## src/bpa_ram.sv

```systemverilog
// Generic single-write, single-read synchronous RAM with registered read data.
// No dependencies.
module bpa_ram #(
  parameter int unsigned WIDTH = 8,
  parameter int unsigned DEPTH = 16
) (
  input  logic                     clk_i,
  input  logic                     we_i,
  input  logic [$clog2(DEPTH)-1:0] waddr_i,
  input  logic [WIDTH-1:0]         wdata_i,
  input  logic [$clog2(DEPTH)-1:0] raddr_i,
  output logic [WIDTH-1:0]         rdata_o
);

  logic [WIDTH-1:0] mem [DEPTH];

  always_ff @(posedge clk_i) begin
    if (we_i) begin
      mem[waddr_i] <= wdata_i;
    end
    rdata_o <= mem[raddr_i];
  end

endmodule

```

## config.mk

```make
export PLATFORM = sky130hd
export DESIGN_NAME = bpa_ram
export DESIGN_NICKNAME = d
export VERILOG_FILES = /design/src/bpa_ram.sv
export SDC_FILE = /design/constraint.sdc
export NUM_CORES = 1
export LEC_CHECK = 0
export BUFFER_PORTS_ARGS = -buffer_cell sky130_fd_sc_hd__buf_2
export CAP_MARGIN = 25
export CORE_ASPECT_RATIO = 2
export CORE_MARGIN = 8
export CORE_UTILIZATION = 40
export CTS_CLUSTER_DIAMETER = 150
export CTS_CLUSTER_SIZE = 10
export DETAILED_ROUTE_END_ITERATION = 10
export PLACE_DENSITY = 0.53
export SLEW_MARGIN = 30
export SYNTH_ARGS = -nofsm -noshare
export SYNTH_HDL_FRONTEND = slang
export SYNTH_SLANG_ARGS = --single-unit
```

## constraint.sdc

```tcl
create_clock -name clk_i -period 4.3 [get_ports clk_i]
set_input_delay 0.43 -clock clk_i [delete_from_list [all_inputs] [get_ports clk_i]]
set_output_delay 0.43 -clock clk_i [all_outputs]
set_load 0.005 [all_outputs]
```

==> results of run 1 <==
## cell usage in the layout (no fill, tap or decap)
cell type and instances:
sky130_fd_sc_hd__edfxtp_1 128, sky130_fd_sc_hd__buf_2 24, sky130_fd_sc_hd__mux4_2 18, sky130_fd_sc_hd__clkbuf_16 17, sky130_fd_sc_hd__a22oi_1 16, sky130_fd_sc_hd__mux4_1 14
sky130_fd_sc_hd__nand2_1 9, sky130_fd_sc_hd__dfxtp_1 8, sky130_fd_sc_hd__nor2_1 7, sky130_fd_sc_hd__nor2_2 6, sky130_fd_sc_hd__clkinv_1 4, sky130_fd_sc_hd__clkinvlp_4 4
sky130_fd_sc_hd__nor3_2 3, sky130_fd_sc_hd__bufinv_16 3, sky130_fd_sc_hd__nand3b_1 2, sky130_fd_sc_hd__nand2b_1 2, sky130_fd_sc_hd__clkinv_4 2, sky130_fd_sc_hd__buf_4 2
sky130_fd_sc_hd__nor2b_1 1, sky130_fd_sc_hd__and2_1 1, sky130_fd_sc_hd__and2b_1 1, sky130_fd_sc_hd__nand3_1 1, sky130_fd_sc_hd__nor3_4 1, sky130_fd_sc_hd__or3b_2 1
sky130_fd_sc_hd__clkinv_2 1, sky130_fd_sc_hd__clkbuf_1 1
## metrics by stage
step	total power [mW]	utilization, %
2_1_floorplan	1.59	-
3_3_place_gp	1.65	42.9
3_5_place_dp	1.65	43.2
4_1_cts	3.08	47.9
5_1_grt	3.14	47.9
6_report	3.05	47.9
## kinds of logic (layout without fill, tap and decap cells)
group | after synthesis | after routing | synth area share (%)
flip-flops | 136 | 136 | 77.8
AND/OR/NAND/NOR | 35 | 35 | 3.18
multiplexers | 32 | 32 | 15.0
AO/OA/AOI/OAI | 16 | 16 | 2.33
buffers and inverters | 10 | 58 | 1.68
## report_power, final
part	switching, mW	internal (mW)
clock	0.521	0.903
sequential	0.00723	1.48
combinational	0.0779	0.0534
total	0.607	2.44
## layout make-up
| cell class | count | area (um2) |
|---|---|---|
| multi-input cells | 83 | 1100 |
| flip-flops and latches | 136 | 4000 |
| clock buffers | 18 | 429 |
| fillers | 1057 | 6540 |
| repair buffers | 26 | 135 |
| well taps | 150 | 188 |
| clock inverters | 14 | 158 |
## how the worst max path moves through the flow
stage | cells past startpoint | startpoint | endpoint | slack, ns
after detailed placement | 3 | waddr_i[2] | mem[3][6] | 2.06
after floorplan | 2 | waddr_i[2] | mem[0][0] | 2.38
final | 3 | waddr_i[2] | mem[3][0] | 2.52
after global routing | 3 | waddr_i[2] | mem[3][0] | 2.48
after CTS | 3 | waddr_i[2] | mem[3][0] | 2.49
after global placement | 3 | waddr_i[2] | mem[0][6] | 1.67
## sequential cells by signal, indices dropped and copies added (netlist names)
name     count
rdata_o      8
mem        128
## critical path: cells and delay by family
family                 cells  cell delay (ns)
and+or+nand+nor            2             1.26
buffers and inverters      1             0.11
## metal layers
metal  vias up  share of wire [%]
met5         -                  0
met4         0                1.8
met3        13                3.9
met2        53                 54
met1      1239                 40
li1       1038                  -
==> impl_metrics.sql, run 1 <==
INSERT INTO impl_metrics (metric_group, metric, value, unit) VALUES
('place', 'place_congestion', '0.707', ''),
('place', 'hpwl', '6740', 'um'),
('worst_setup_path', 'critPathMaxFanout', '8', ''),
('yosys', 'synth_top_cells_by_count', '128 x sky130_fd_sc_hd__edfxtp_1, 18 x sky130_fd_sc_hd__mux4_2, 16 x sky130_fd_sc_hd__a22oi_1, 14 x sky130_fd_sc_hd__mux4_1, 13 x sky130_fd_sc_hd__nor2_1', ''),
('route', 'drt-initial-drc-count', '262', ''),
('clock_tree', 'cts_num_sinks', '136', ''),
('worst_hold_path', 'timing.hold.worst.class', 'in2reg', ''),
('final_layout', 'final_layout_size_suffix_gt1_share', '29.6', '%'),
('yosys', 'synth_area_leader_cell', 'sky130_fd_sc_hd__edfxtp_1', ''),
('die', 'pin_count', '26', ''),
('route', 'num_vias', '2343', ''),
('yosys', 'syn-cell-area', '5150', 'um2'),
('global_routing', 'globalRoute.busiestLayer', 'met2', ''),
('status', 'run_status', 'complete, no violations', ''),
('sta', 'fin_max_slew_vios', '0', ''),
('worst_setup_path', 'reg2reg_depth', '3', ''),
('global_routing', 'grt.met3_usage', '3.36', '%'),
('place', 'detailed_place.area', '5420', 'um2'),
('final_layout', 'finalNonFillerCells', '427', ''),
('route', 'drt.antenna.violating_nets', '0', ''),
('worst_setup_path', 'worstPathArrival', '1.81', 'ns'),
('yosys', 'yosys_warnings', '0', ''),
('die', 'die_width', '96.2', 'um'),
('die', 'die_area', '17000', 'um2'),
('global_routing', 'global_route_wire_length_before_repair', '15800', 'um'),
('clock_tree', 'postCtsSetupRepairBufs', '0', ''),
('worst_setup_path', 'crit_chain', 'buf_2 -> or3b_2 -> nor2_1', ''),
('yosys', 'proportion_of_register_bits_with_asynchronous_set_or_reset_after_synthesis', '0', '%'),
('yosys', 'ys_seq_area_share', '77.8', '%'),
('final_layout', 'finish.instance_area', '6010', 'um2'),
('power', 'power.leakage', '1.98', 'nW'),
('sta', 'finalSetupTns', '0', 'ns'),
('place', 'dp.cells', '395', ''),
('worst_setup_path', 'timing.rr.start', 'mem[3][6]', ''),
('yosys', 'synth_most_common_cell', 'sky130_fd_sc_hd__edfxtp_1', ''),
('sta', 'timing.final.ws_setup', '2.52', 'ns'),
('die', 'row_count', '58', ''),
('sta', 'final_min_period_over_clock_period', '41.5', '%'),
('worst_setup_path', 'r2r-end', 'rdata_o[6]', ''),
('worst_setup_path', 'worst_setup_path_start_kind', 'primary input', ''),
('sta', 'max_freq', '561', 'MHz'),
('yosys', 'synth.lib_cells_used.distinct', '19', ''),
('clock_tree', 'cts_root_buffer', 'sky130_fd_sc_hd__clkbuf_16', ''),
('worst_setup_path', 'rrSetupSlack', '2.99', 'ns'),
('global_routing', 'global_route.usage.met2', '22.5', '%'),
('final_layout', 'final_nets', '282', ''),
('sta', 'final-hold-violation-count', '0', ''),
('route', 'drtPass1Iterations', '4', ''),
('worst_hold_path', 'holdPathEnd', 'mem[13][7]', ''),
('final_layout', 'areaGrowthSynthToFinish', '16.8', '%'),
('sta', 'clock-skew-final', '0.00505', 'ns'),
('sta', 'post-route-min-period', '1.78', 'ns'),
('power', 'worst_ir_drop_vdd', '333', 'uV'),
('sta', 'timing.max_slew.rel_slack', '36.3', '%'),
('clock_tree', 'tritoncts', 'yes', ''),
('route', 'routed_wl', '10400', 'um'),
('yosys', 'ys_ff_latch', '136', ''),
('clock_tree', 'cts.reportedPaths.clkPinSlew', '0.06', 'ns'),
('yosys', 'post_synth.cell_area_avg', '22.5', 'um2'),
('worst_setup_path', 'worst_ep_required_time', '4.33', 'ns'),
('yosys', 'synth_fp_nets', '247', ''),
('sta', 'grt_setup_unrepaired', 'false', ''),
('clock_tree', 'post_cts_resized', '0', ''),
('clock_tree', 'tritoncts.num_buffers', '17', ''),
('worst_setup_path', 'crit_path_top_delay_cell', 'sky130_fd_sc_hd__nor2_1', ''),
('global_routing', 'grt_max_degree', '33', ''),
('die', 'die_h', '176', 'um'),
('worst_setup_path', 'critPathKind', 'in2reg', ''),
('clock_tree', 'max-clock-path-buffers', '2', ''),
('route', 'detail_route.drc_violations', '0', ''),
('global_routing', 'via_count_of_the_first_global_routing_pass', '2505', '');
No activity file was read; power rests on OpenSTA's default activity.
==> run 2, diff against run 1 <==
--- a/config.mk
+++ b/config.mk
@@ -5,6 +5,7 @@
 export SDC_FILE = /design/constraint.sdc
 export NUM_CORES = 1
 export LEC_CHECK = 0
+export ABC_AREA = 1
 export BUFFER_PORTS_ARGS = -buffer_cell sky130_fd_sc_hd__buf_2
 export CAP_MARGIN = 25
 export CORE_ASPECT_RATIO = 2
@@ -13,7 +14,7 @@
 export CTS_CLUSTER_DIAMETER = 150
 export CTS_CLUSTER_SIZE = 10
 export DETAILED_ROUTE_END_ITERATION = 10
-export PLACE_DENSITY = 0.53
+export PLACE_DENSITY = 0.55
 export SLEW_MARGIN = 30
 export SYNTH_ARGS = -nofsm -noshare
 export SYNTH_HDL_FRONTEND = slang
==> constraint.sdc (replaced) <==
create_clock -name clk_i -period 1.43 [get_ports clk_i]
set_input_delay 0.143 -clock clk_i [delete_from_list [all_inputs] [get_ports clk_i]]
set_output_delay 0.143 -clock clk_i [all_outputs]
set_load 0.005 [all_outputs]
==> impl_metrics.sql, run 2 <==
INSERT INTO impl_metrics (metric_group, metric, value, unit) VALUES
('sta', 'final_min_period_over_clock_period', '74.0', '%'),
('clock_tree', 'tritoncts.num_buffers', '17', ''),
('yosys', 'post_synth_edffs', '128', ''),
('run', 'cap_violations', '0', ''),
('power', 'sw_share', '21.8', '%'),
('worst_setup_path', 'cell_class_contributing_the_biggest_share_of_worst_path_delay', 'flip-flops', ''),
('worst_setup_path', 'slowest_delay', '0.36', 'ns'),
('sta', 'clock-skew-final', '0.0112', 'ns'),
('sta', 'timing.max_slew.rel_slack', '74.7', '%'),
('worst_setup_path', 'critPathKind', 'reg2out', ''),
('yosys', 'post_synth.cell_area_avg', '10.5', 'um2'),
('sta', 'tightest_slew', '0.380', 'ns'),
('route', 'routed_wl', '13500', 'um'),
('worst_hold_path', 'timing.hold.worst.class', 'in2reg', ''),
('route', 'drt.antenna.violating_nets', '0', ''),
('worst_setup_path', 'worst_setup_path_start_kind', 'flip-flop', ''),
('global_routing', 'gr-total-overflow', '0', ''),
('yosys', 'proportion_of_register_bits_with_asynchronous_set_or_reset_after_synthesis', '0', '%'),
('global_routing', 'via_count_of_the_first_global_routing_pass', '3832', ''),
('clock_tree', 'postCtsSetupRepairBufs', '0', ''),
('worst_setup_path', 'crit_path_top_delay_cell', 'sky130_fd_sc_hd__dfxtp_1', ''),
('die', 'design.core.area', '14200', 'um2'),
('route', 'detail_route.wl_per_cell', '16.8', 'um'),
('yosys', 'ys_seq_area_share', '69.4', '%'),
('place', 'detailed_place.area', '6230', 'um2'),
('worst_setup_path', 'critical_path.n_buffers_inverters', '1', ''),
('status', 'run_status', 'complete, no violations', ''),
('final_layout', 'flip_flop_count_of_the_largest_register_all_copies_and_words_added', '128', ''),
('yosys', 'synth_top_cells_by_count', '173 x sky130_fd_sc_hd__nand2_1, 128 x sky130_fd_sc_hd__edfxtp_1, 100 x sky130_fd_sc_hd__inv_1, 97 x sky130_fd_sc_hd__nand3_1, 17 x sky130_fd_sc_hd__nor2_1', ''),
('clock_tree', 'cts_root_buffer', 'sky130_fd_sc_hd__clkbuf_16', ''),
('route', 'num_vias', '3774', ''),
('global_routing', 'antenna_found_initial', '0', ''),
('yosys', 'synth.area.top_cells', 'sky130_fd_sc_hd__edfxtp_1 67%, sky130_fd_sc_hd__nand2_1 11%, sky130_fd_sc_hd__nand3_1 8.4%', ''),
('worst_setup_path', 'crit_chain', 'buf_2', ''),
('yosys', 'yosys_warnings', '0', ''),
('clock_tree', 'clock_latency_at_the_later_pin_of_the_worst_skew_pair', '0.42', 'ns'),
('final_layout', 'final_nets', '619', ''),
('yosys', 'synth_most_common_cell', 'sky130_fd_sc_hd__nand2_1', ''),
('final_layout', 'footprint_of_the_multi_input_gates', '1210', 'um2'),
('die', 'initial_core_util', '40.6', '%'),
('global_routing', 'global_route_wire_length_before_repair', '21300', 'um'),
('die', 'row_count', '62', ''),
('final_layout', 'reg_top3', 'mem (128), rdata_o (8)', ''),
('sta', 'max_freq', '946', 'MHz'),
('yosys', 'syn-cell-area', '5770', 'um2'),
('sta', 'final-setup-viol-count', '0', ''),
('power', 'pwr_density_cell', '1380', 'nW/um2'),
('final_layout', 'most_common_library_cell_in_the_layout_ignoring_fill_and_taps', 'sky130_fd_sc_hd__nand2_1', ''),
('sta', 'grt_setup_unrepaired', 'false', ''),
('final_layout', 'area.sequential', '4000', 'um2'),
('place', 'hpwl', '8920', 'um'),
('sta', 'post-route-min-period', '1.06', 'ns'),
('yosys', 'synth_fp_nets', '569', ''),
('worst_setup_path', 'critPathMaxFanout', '1', ''),
('final_layout', 'finish.instance_area', '6830', 'um2'),
('sta', 'finalSetupTns', '0', 'ns'),
('worst_setup_path', 'timing.critical_path.to_type', 'output pin', ''),
('final_layout', 'mostFrequentLayoutCells', '173 x sky130_fd_sc_hd__nand2_1, 128 x sky130_fd_sc_hd__edfxtp_1, 100 x sky130_fd_sc_hd__inv_1', ''),
('global_routing', 'grt_max_degree', '27', ''),
('yosys', 'synth_area_leader_cell', 'sky130_fd_sc_hd__edfxtp_1', ''),
('sta', 'final-hold-violation-count', '0', ''),
('route', 'post_drt_via_cell_ratio', '4.68', ''),
('route', 'drtPass1Iterations', '4', ''),
('final_layout', 'final_layout_size_suffix_gt1_share', '14.3', '%'),
('route', 'detail_route.drc_violations', '0', ''),
('clock_tree', 'tritoncts', 'yes', ''),
('clock_tree', 'h-tree-depth', '4', ''),
('clock_tree', 'post_cts_resized', '0', ''),
('yosys', 'syn-instance-count', '551', ''),
('clock_tree', 'max-clock-path-buffers', '2', ''),
('route', 'drt-initial-drc-count', '201', ''),
('clock_tree', 'cts-hold-fix-buffers', '0', ''),
('worst_setup_path', 'worstPathArrival', '0.91', 'ns'),
('final_layout', 'areaGrowthSynthToFinish', '18.5', '%'),
('power', 'internal_power', '7.38', 'mW'),
('die', 'die_width', '101', 'um'),
('power', 'power.share.sequential', '47.6', '%'),
('power', 'p_clk_share', '46.5', '%'),
('clock_tree', 'cts.reportedPaths.clkPinSlew', '0.06', 'ns'),
('power', 'worst_ir_drop_vdd', '900', 'uV'),
('yosys', 'dominantRegCellSynth', 'sky130_fd_sc_hd__edfxtp_1', ''),
('worst_setup_path', 'worst_ep_required_time', '1.29', 'ns'),
('die', 'die_h', '186', 'um'),
('final_layout', 'fillCellCount', '1317', ''),
('final_layout', 'insertedDiodeCount', '0', ''),
('power', 'power.leakage', '2.97', 'nW'),
('power', 'netsw', '2.05', 'mW'),
('power', 'proportion_of_power_drawn_by_combinational_gates', '5.9', '%'),
('global_routing', 'groute.usage.overall', '15.9', '%'),
('yosys', 'synth.lib_cells_used.distinct', '12', ''),
('sta', 'fin_max_slew_vios', '0', ''),
('clock_tree', 'cts_num_sinks', '136', ''),
('yosys', 'ys_ff_latch', '136', ''),
('final_layout', 'max_flop_register', 'mem', ''),
('place', 'port_buffers', '25', ''),
('yosys', 'post-synth-top-area-fraction', '66.7', '%'),
('die', 'die_area', '18700', 'um2'),
('die', 'pin_count', '26', ''),
('place', 'place_congestion', '0.841', '');
-- run 2: cell count changes in the layout (fill, tap and decap cells not counted), sizes merged, moves of 2 or more --
cell    change
a22oi      -16
buf        +29
inv       +103
mux4       -32
nand2     +164
nand2b      -2
nand3      +96
nor2        +4
nor3        -4
-- run 2: cell type report --
cell class | instances | share of cell area, %
clock buffer | 17 | 6.23
clock inverter | 15 | 2.62
inverter | 102 | 5.60
multi-input combinational | 289 | 17.8
sequential | 136 | 58.6
tap | 192 | 3.52
timing repair buffer | 55 | 5.68
-- run 2: worst paths after layout --
kind	startpoint	cells past startpoint	endpoint	slack [ns]
setup / recovery	rdata_o[5]	1	rdata_o[5]	0.37
hold / removal	raddr_i[3]	3	rdata_o[1]	0.09
setup reg to reg	mem[9][1]	6	rdata_o[1]	0.42
hold reg to reg	mem[12][2]	6	rdata_o[2]	0.68
-- run 2: routing by layer --
layer,up-vias,GRT usage [%],part of all wire (%)
li1,1875,-,-
met1,1754,19.1,41
met2,118,25.4,50
met3,27,3.97,6.2
met4,0,8.59,3.4
met5,-,0,0
-- run 2: power by group through the flow --
stage	Sequential (mW)	Combinational [mW]	Clock (mW)
floorplan	4.56	0.314	0
global placement	4.57	0.570	0
detailed placement	4.57	0.570	0
CTS	4.49	0.573	4.45
global route	4.49	0.633	4.64
finish	4.49	0.561	4.38
-- run 2: cell families after synthesis --
kind of cell / synth area share [%]
and+or+nand+nor: 21.0
DFF: 69.4
buffers and inverters: 9.52
-- run 2: metrics by stage --
| stage | total power, mW | utilization (%) | instances | setup slack (ns) | hold slack, ns |
|---|---|---|---|---|---|
| 2_1_floorplan | 4.88 | - | 551 | 0.336 | 0.242 |
| 3_3_place_gp | 5.14 | 43.9 | 774 | 0.205 | 0.518 |
| 3_5_place_dp | 5.14 | 43.9 | 774 | 0.204 | 0.513 |
| 4_1_cts | 9.51 | 48.1 | 806 | 0.364 | 0.0790 |
| 5_1_grt | 9.76 | 48.1 | 806 | 0.331 | 0.102 |
| 6_report | 9.43 | 48.1 | 806 | 0.373 | 0.0907 |
